==> config.mk <==
export PLATFORM = sky130hd
export DESIGN_NAME = hvt_div_lane
export DESIGN_NICKNAME = d
export VERILOG_FILES = /design/src/design/hvt_pkg.sv /design/src/design/hvt_div_lane.sv
export SDC_FILE = /design/constraint.sdc
export NUM_CORES = 2
export LEC_CHECK = 0
export BUFFER_PORTS_ARGS = -buffer_cell sky130_fd_sc_hd__buf_4
export CAP_MARGIN = 20
export CORE_ASPECT_RATIO = 0.7
export CORE_MARGIN = 2
export CORE_UTILIZATION = 50
export CTS_CLUSTER_DIAMETER = 150
export DETAILED_ROUTE_END_ITERATION = 16
export PLACE_DENSITY = 0.68
export RECOVER_POWER = 50
export SLEW_MARGIN = 20
export SYNTH_ARGS = -nofsm -noshare
export SYNTH_HDL_FRONTEND = slang
export SYNTH_MEMORY_MAX_BITS = 65536
export SYNTH_SLANG_ARGS = --single-unit
==> constraint.sdc <==
create_clock -name clk -period 6.9 [get_ports clk]
set_input_delay 1.035 -clock clk [delete_from_list [all_inputs] [get_ports clk]]
set_output_delay 1.035 -clock clk [all_outputs]
set_load 0.01 [all_outputs]
==> src/design/hvt_pkg.sv <==
// ----------------------------------------------------------------------------
// hvt_pkg
// Shared types and constants for the homogeneous vertex transform.
// ----------------------------------------------------------------------------
package hvt_pkg;

    localparam int FRAC_BITS = 16;
    localparam int WORD_W    = 32;
    localparam int PROD_W    = 2 * WORD_W;
    localparam int SUM_W     = PROD_W + 3;
    localparam int NUM_W     = WORD_W + FRAC_BITS + 2;
    localparam int DEN_W     = WORD_W + 1;
    localparam int QUO_W     = WORD_W;
    localparam int NUM_CFG   = 8;
    localparam int CFG_IDX_W = 4;
    localparam int CFG_W     = 64;
    localparam int DOT_LAT   = 3;
    localparam int DIV_LAT   = QUO_W + 2;
    localparam int TOT_LAT   = DOT_LAT + DIV_LAT;

    typedef logic signed [WORD_W-1:0] word_t;

    typedef struct packed {
        word_t value;
        logic  sat;
    } hvt_res_t;

    localparam logic [CFG_W-1:0] CFG_RESET [NUM_CFG] = '{
        64'd65536, 64'd0, 64'd281474976710656, 64'd0,
        64'd0, 64'd65536, 64'd0, 64'd281474976710656
    };

    localparam logic signed [SUM_W-1:0] ROUND_HALF = SUM_W'(1) <<< (FRAC_BITS - 1);

endpackage

==> src/design/hvt_div_lane.sv <==
// ----------------------------------------------------------------------------
// hvt_div_lane
// Pipelined restoring divider: one quotient bit per stage, rounded to nearest.
// ----------------------------------------------------------------------------
module hvt_div_lane (
    input  logic              clk,
    input  logic              en,
    input  hvt_pkg::word_t    num,
    input  hvt_pkg::word_t    den,
    output hvt_pkg::hvt_res_t res
);
    import hvt_pkg::*;

    logic [DEN_W-1:0]  rem_reg  [QUO_W];
    logic [QUO_W-1:0]  quo_reg  [QUO_W+1];
    logic [QUO_W-1:0]  nlo_reg  [QUO_W];
    logic [DEN_W-1:0]  dv_reg   [QUO_W];
    logic              neg_reg  [QUO_W+1];
    logic              ovf_reg  [QUO_W+1];
    hvt_res_t          res_reg;
    hvt_res_t          res_next;

    logic [WORD_W-1:0] un;
    logic [WORD_W-1:0] ud;
    logic [NUM_W-1:0]  n_full;
    logic [DEN_W-1:0]  d_full;
    logic [DEN_W:0]    trial [QUO_W];
    logic [DEN_W:0]    diff  [QUO_W];
    logic [QUO_W-1:0]  q;

    // Numerator 2|n|*2^F + |d|, denominator 2|d|
    always_comb
    begin
        un     = num[WORD_W-1] ? WORD_W'(-num) : WORD_W'(num);
        ud     = den[WORD_W-1] ? WORD_W'(-den) : WORD_W'(den);
        n_full = (NUM_W'(un) << (FRAC_BITS + 1)) + NUM_W'(ud);
        d_full = {ud, 1'b0};
    end

    always_comb
    begin
        for (int s = 0; s < QUO_W; s++)
        begin
            trial[s] = {rem_reg[s], nlo_reg[s][QUO_W-1-s]};
            diff[s]  = trial[s] - (DEN_W+1)'(dv_reg[s]);
        end
    end

    always_comb
    begin
        q = quo_reg[QUO_W];
        if (neg_reg[QUO_W])
        begin
            if (ovf_reg[QUO_W] || (q[QUO_W-1] && (|q[QUO_W-2:0])))
            begin
                res_next.value = {1'b1, {(WORD_W-1){1'b0}}};
                res_next.sat   = 1'b1;
            end
            else
            begin
                res_next.value = -q;
                res_next.sat   = 1'b0;
            end
        end
        else
        begin
            if (ovf_reg[QUO_W] || q[QUO_W-1])
            begin
                res_next.value = {1'b0, {(WORD_W-1){1'b1}}};
                res_next.sat   = 1'b1;
            end
            else
            begin
                res_next.value = q;
                res_next.sat   = 1'b0;
            end
        end
    end

    always_ff @(posedge clk)
    begin
        if (en)
        begin
            rem_reg[0] <= DEN_W'(n_full[NUM_W-1:QUO_W]);
            quo_reg[0] <= '0;
            nlo_reg[0] <= n_full[QUO_W-1:0];
            dv_reg[0]  <= d_full;
            neg_reg[0] <= num[WORD_W-1] ^ den[WORD_W-1];
            ovf_reg[0] <= (DEN_W+1)'(n_full[NUM_W-1:QUO_W]) >= (DEN_W+1)'(d_full);
            for (int s = 0; s < QUO_W; s++)
            begin
                if (!diff[s][DEN_W])
                begin
                    quo_reg[s+1] <= {quo_reg[s][QUO_W-2:0], 1'b1};
                end
                else
                begin
                    quo_reg[s+1] <= {quo_reg[s][QUO_W-2:0], 1'b0};
                end
                // the last stage only needs its quotient bit
                if (s < QUO_W - 1)
                begin
                    if (!diff[s][DEN_W])
                    begin
                        rem_reg[s+1] <= diff[s][DEN_W-1:0];
                    end
                    else
                    begin
                        rem_reg[s+1] <= trial[s][DEN_W-1:0];
                    end
                    nlo_reg[s+1] <= nlo_reg[s];
                    dv_reg[s+1]  <= dv_reg[s];
                end
                neg_reg[s+1] <= neg_reg[s];
                ovf_reg[s+1] <= ovf_reg[s];
            end
            res_reg <= res_next;
        end
    end

    assign res = res_reg;

endmodule

== After elaboration in Yosys (flattened, before gate mapping) ==
Memory sizes are Yosys's and may differ from the RTL's.
Cells that the tools add are included.

* Flip-flop bits (word level): 33
* Memories: 6
* Memory bits (writable): 4,258
* Input port bits: 66
* Word-level logic and storage cells: 375

* Mux-type cells: 262
* Reductions and logical operators: 4
* $add $sub $neg: 36
* Magnitude comparators: 1
* Bitwise operators: 64

{| class="wikitable"
|+ Memory list
! name !! depth !! bits a word !! read ports !! clocked after Yosys merged registers in !! write ports !! RTL line !! RTL
|-
| dv_reg || 32 || 33 || 32 || 0 || 32 || hvt_div_lane.sv:17 || <nowiki>logic [DEN_W-1:0] dv_reg [QUO_W];</nowiki>
|-
| quo_reg || 33 || 32 || 33 || 0 || 33 || hvt_div_lane.sv:15 || <nowiki>logic [QUO_W-1:0] quo_reg [QUO_W+1];</nowiki>
|-
| rem_reg || 32 || 33 || 32 || 0 || 32 || hvt_div_lane.sv:14 || <nowiki>logic [DEN_W-1:0] rem_reg [QUO_W];</nowiki>
|-
| nlo_reg || 32 || 32 || 32 || 0 || 32 || hvt_div_lane.sv:16 || <nowiki>logic [QUO_W-1:0] nlo_reg [QUO_W];</nowiki>
|-
| neg_reg || 33 || 1 || 33 || 0 || 33 || hvt_div_lane.sv:18 || <nowiki>logic neg_reg [QUO_W+1];</nowiki>
|-
| ovf_reg || 33 || 1 || 33 || 0 || 33 || hvt_div_lane.sv:19 || <nowiki>logic ovf_reg [QUO_W+1];</nowiki>
|}

{| class="wikitable"
|+ Operator list
! kind !! count
|-
| 2-to-1 mux 33 bit || 34
|-
| 2-to-1 mux 32 bit || 34
|-
| subtractor 34 x 33 -> 34 bit || 32
|-
| 2-to-1 mux 1 bit || 194
|-
| negator 32 bit || 3
|-
| OR 1 bit || 63
|-
| adder 49 x 32 -> 50 bit || 1
|-
| greater-or-equal comparator 18 x 33 -> 1 bit || 1
|-
| OR reduction 31 bit || 1
|-
| logical OR 1 bit || 2
|-
| logical AND 1 bit || 1
|-
| XOR 1 bit || 1
|}

== Logic depth before layout (Yosys ltp) ==
An unclocked memory read counts as a cell.

* Depth in word-level cells: 6
* Gate-level depth with buffers: 28
* Mapped depth without buffers: 28

== Worst setup path before layout ==
No wires, ideal clock.

* Kind: input-to-reg
* From: input port den[5]
* To: memory ovf_reg[0][0], data pin
* Data required time: 6.636 ns
* Arrival: 6.324 ns
* Setup slack: 0.312 ns
* Stages: 23
* Path buffers: 0
* Cell sequence: or4_1 -> nor4_1 -> nand2_1 -> or3_1 -> or4_1 -> nand2_1 -> xnor2_1 -> ha_1 -> nand2_1 -> o31ai_1 -> a21oi_1 -> or3_1 -> nand3b_1 -> nor3_1 -> xnor2_1 -> ha_1 -> a21o_1 -> a21o_1 -> a21oi_1 -> o21ai_0 -> a21oi_1 -> nor3b_1 -> a31oi_1

{| class="wikitable"
|+ RTL lines
! element !! RTL line !! RTL
|-
| start: declaration || hvt_div_lane.sv:9 || <nowiki>input hvt_pkg::word_t den,</nowiki>
|-
| end: declaration || hvt_div_lane.sv:19 ||
|}

==> results <==
- The register with the most flip-flops in the layout has 1041 of them.
- The leakage power summed over all cells is 67.86 nW.
- Power comes to 75.81 mW.
- The worst setup path is captured at a flop.
- The multi-input combinational cell area is 0.06126 mm2.
- The top-area cell type share of the netlist area is 55.66%.
- The delay of the slowest critical-path stage is 0.54 ns.
- The cell count of the worst reg-to-reg path is 11.
- The vertical extent of the die is 464.8 um.
- The area overhead of the layout relative to synthesis is 10.03%.
- The net count of the finished layout is 14460.
- By area, the combinational part of the netlist is dominated by compound AO/OA/AOI/OAI gates.
- Each instance of the synthesized netlist takes up on average 11.59 um2.
- The launch point of the worst reg-to-reg path is quo_reg[32][1].
- The startpoint identified for the worst hold timing path is quo_reg[18][6].
- The clock net sink count is 2812.
- For this run, design rule violations remaining after detail routing come to 0.
- The type of the most critical hold path is reg2reg.
- The maximum buffer depth of the clock tree is 4.
- After routing the design area is 0.1669 mm2.
- The number of hold buffers added after cts is 0.
- The most used flip-flop cell after synthesis is edfxtp_1.
- The TritonCTS clock tree is done.
- The die is 662.3 um wide.
- The first-pass iteration count of the detailed router is 8.
- Global routing used 20.47% of the available tracks across all layers.
- The Yosys step of the flow raised 0 warnings.
- The post-synthesis share of cell area spent on full adders, half adders and majority gates is 9.035%.
- The cell repeated most along the worst path is a21oi_1.
- The power per standard cell area is 454.3 mW/mm2.
- Net switching is 36.11% of the power.
- The highest metal layer used by the detailed router is met4.
- The period utilization is 92.42%.
- The clock tree root driver cell is clkbuf_16.
- The final number of hold-violating endpoints is 0.
- The remaining global-route overflow is 0.
- In this run the number of H-tree levels came out at 5.
- The routed design has 320300 um of wire.
- The portion of total power attributed to the clock network is 20.1%.
- The via count of the first global-routing pass is 91604.
- After synthesis the cells add up to 0.1517 mm2.
- The leading area contributor after synthesis is edfxtp_1.
- Entering global routing, the biggest net connects 184 pins.
- The largest clock skew in the final design is 0.06949 ns.
- The total core area is 0.3024 mm2.
- The multiplexer fraction of the synthesized cell area is 3.106%.
- The post-route netlist has 8.290% of its cells at a drive strength greater than 1.
- The xor and xnor fraction of the mapped netlist area is 5.376%.
- After floorplanning, the core was divided into 169 placement rows.
- The flow ran to the end, but the final reports show violations.
- The per-cell routed wire length is 18.26 um.
- In this run, flip-flops and latches consume 36.0% of the power.
- For the pin with the worst max-slew slack, the measured transition is 4.624 ns.
- The worst setup path is launched from an input pin.
- The headroom to the max-slew limit is -208.2%.
- At the end of routability-driven placement, the weighted congestion stood at 0.8871.
- The post-synthesis compound-gate area fraction is 14.15%.
- Along the worst hold path, the cell count comes to 0.
- The number of unique standard cell types used by synthesis is 83.
- The hold path endpoint is quo_reg[19][7].
- The maximum clock frequency is 156.8 MHz.
- The sum of negative setup slack is 0 ns.
- The first global-routing pass estimated 510400 um of wire.
- The I/O pin total is 99.
- The total of endpoints with negative setup slack in the final report is 0.
- For this run, the register share of the synthesized area comes to 55.67%.
- The kind of cell with the highest combined delay on the critical path is simple AND/OR/NAND/NOR gates.
- After synthesis, the cell types taking the most area are edfxtp_1 56%, ha_1 8.6%, inv_1 3.3%.
- The synthesized instance count is 13086.
- At the later pin of the worst-skew pair, clock insertion delay measures 0.87 ns.
- The post-cts gate resize count is 0.
- The number of design-rule violations left by the first detailed-router iteration is 8742.
- Cells fill 55.19% of the core in the end.
- The effective utilization at floorplan is 50.16%.
- The number of synthesized register bits is 2812.
- The number of buffers inserted by port buffering is 98.
- The number of violations of the max-capacitance limit is 16.
- The peak fanout along the critical path is 4.
- In this run the critical register-to-register path is captured at res[16].
- The met3 wire length is 19000 um.
- The routed via count is 97856.
- The peak ir drop on the vdd network is 0.2635 mV.
- Setup repair after global routing left no endpoint under its margin.
- The number of filler cells placed in the layout is 25191.
- Cell internal power was estimated by the tool at 48.43 mW.
- The slack of the worst reg-to-reg path is 1.58 ns.
- The critical path arrival is 6.98 ns.
- The data required time at the worst endpoint is 7.50 ns.
- Subtracting the final worst setup slack from the clock period gives 6.377 ns.
- Combinational logic is responsible for 43.9% of the overall power.
- The placed standard-cell area is 0.1579 mm2.
- The total clock buffers created by CTS is 283.
- The final count of pins violating max slew came to 1215.
- For this design the total switching power over the nets is 27.38 mW.
- The count of nets left with antenna violations once routing finished came out at 0.
- The number of antenna violations at the first check in global routing is 10.
- Yosys mapped a number of flops with a built-in enable equal to 2811.
- The fraction of registers with async set/reset is 0%.
- Clock-pin slew was measured on the worst setup and hold paths at 0.06 ns.
- The sequential cell area is 0.08443 mm2.
- The floorplan step defined a die boundary enclosing 0.3078 mm2.
- The checks that failed: capacitance limit, slew limit.
- In the detailed route, the total length drawn on met2 is 134800 um.
- After clock tree synthesis, the setup repair step added 0 buffers.
- The number of buffers and inverters on the critical path is 2.
- The cell with the largest stage delay on the worst path is or4_1.
- After detailed routing, the number of vias per cell comes to 5.578.
- For this block, wires on met1 add up to 159400 um.
- The critical path in this run is classified as in2reg.
- Summing the areas of all and, or, nand and nor instances in the mapped netlist gives 8.525% of the synthesized area.
- The placed wire-length estimate after detailed placement is 237800 um.
==> power groups by stage <==
| stage | Sequential [mW] | Combinational [mW] | Clock (mW) |
|---|---|---|---|
| finish | 27.3 | 33.3 | 15.2 |
| global route | 27.7 | 37.2 | 16.2 |
| detailed placement | 27.6 | 32.6 | 0 |
| floorplan | 26.5 | 25.6 | 0 |
| global placement | 27.6 | 32.1 | 0 |
| CTS | 27.3 | 32.9 | 15.6 |
==> area by class of cell <==
cell class              instances  area share [%]
diodes                          2        0.002999
clock inverters               147          0.8907
inverters                    1349           3.034
multi-input cells            8604           36.71
repair buffers                268           1.284
flip-flops and latches       2812           50.60
clock buffers                 343           4.468
well taps                    4018           3.013
==> synth_stat cells (41+ instances only) <==
| cell | n |
|---|---|
| o31ai_1 | 94 |
| nand4_1 | 99 |
| o21a_1 | 126 |
| mux2_2 | 365 |
| inv_1 | 1348 |
| and2_1 | 94 |
| a21o_1 | 597 |
| nand2_1 | 1022 |
| clkbuf_1 | 297 |
| mux2i_1 | 60 |
| o21bai_1 | 138 |
| a21oi_1 | 893 |
| nor2b_1 | 156 |
| ha_1 | 1044 |
| xor2_1 | 357 |
| nor2_1 | 617 |
| nand2b_1 | 146 |
| a31oi_1 | 108 |
| a211oi_1 | 66 |
| a21boi_0 | 58 |
| or3_1 | 48 |
| nand3_1 | 167 |
| and3_1 | 82 |
| xnor2_1 | 574 |
| o21ai_0 | 963 |
| or2_2 | 41 |
| nor3_1 | 142 |
| edfxtp_1 | 2811 |
==> cells in the final DEF (no fill, tap or decap), types with 357 or more instances in the layout <==
cell      netlist  routed
xor2_1        357     357
edfxtp_1     2811    2811
xnor2_1       574     574
nor2_1        617     610
nand2_1      1022    1022
a21oi_1       893     893
o21ai_0       963     962
ha_1         1044    1044
inv_1        1348    1348
mux2_2        365     365
a21o_1        597     597
==> cell families (layout without fill, tap and decap cells) <==
logic type	Yosys count	after routing
buffers and inverters	1671	2107
xor gates and xnor gates	931	931
muxes	425	425
adders and majority gates	1076	1076
and+or+nand+nor	2745	2745
other	1	4
AOI/OAI and AO/OA	3425	3425
DFF	2812	2812
==> worst reg2reg max path: stages, from the launching register on <==
cell and delay [ns]:
edfxtp_1 0.47, inv_1 0.09, ha_1 0.18, nor3b_1 0.39
nand3_1 0.34, or4_1 0.63, or4_1 0.52, nor3_1 0.46
nand2_1 0.17, o21ai_1 0.27, nand3_1 0.77, o311ai_0 0.77
==> metal layers <==
layer,vias to the layer above,track usage (%)
met5,-,0
met4,0,4.812
met3,413,2.833
met2,2413,29.82
met1,46708,32.15
li1,48322,-
==> through the flow <==
step	std cells	worst slack, ns	hold slack (ns)
global route	17543	0.05958	0.3935
finish	17543	0.5227	0.3818
floorplan	13087	0.3115	0.4003
global placement	17044	-0.4249	0.4005
detailed placement	17045	-0.3356	0.4045
CTS	17535	0.5862	0.3823
==> worst max-delay path by stage <==
stage,start,end,slack (ns),cells past startpoint
6_report,den[5],ovf_reg[0][0],0.52,26
4_1_cts,den[5],ovf_reg[0][0],0.59,27
3_3_place_gp,den[5],ovf_reg[0][0],-0.42,27
3_5_place_dp,den[5],ovf_reg[0][0],-0.34,27
2_1_floorplan,den[5],ovf_reg[0][0],0.31,23
5_1_grt,den[5],ovf_reg[0][0],0.06,27
(Power assumes the default switching activity.)
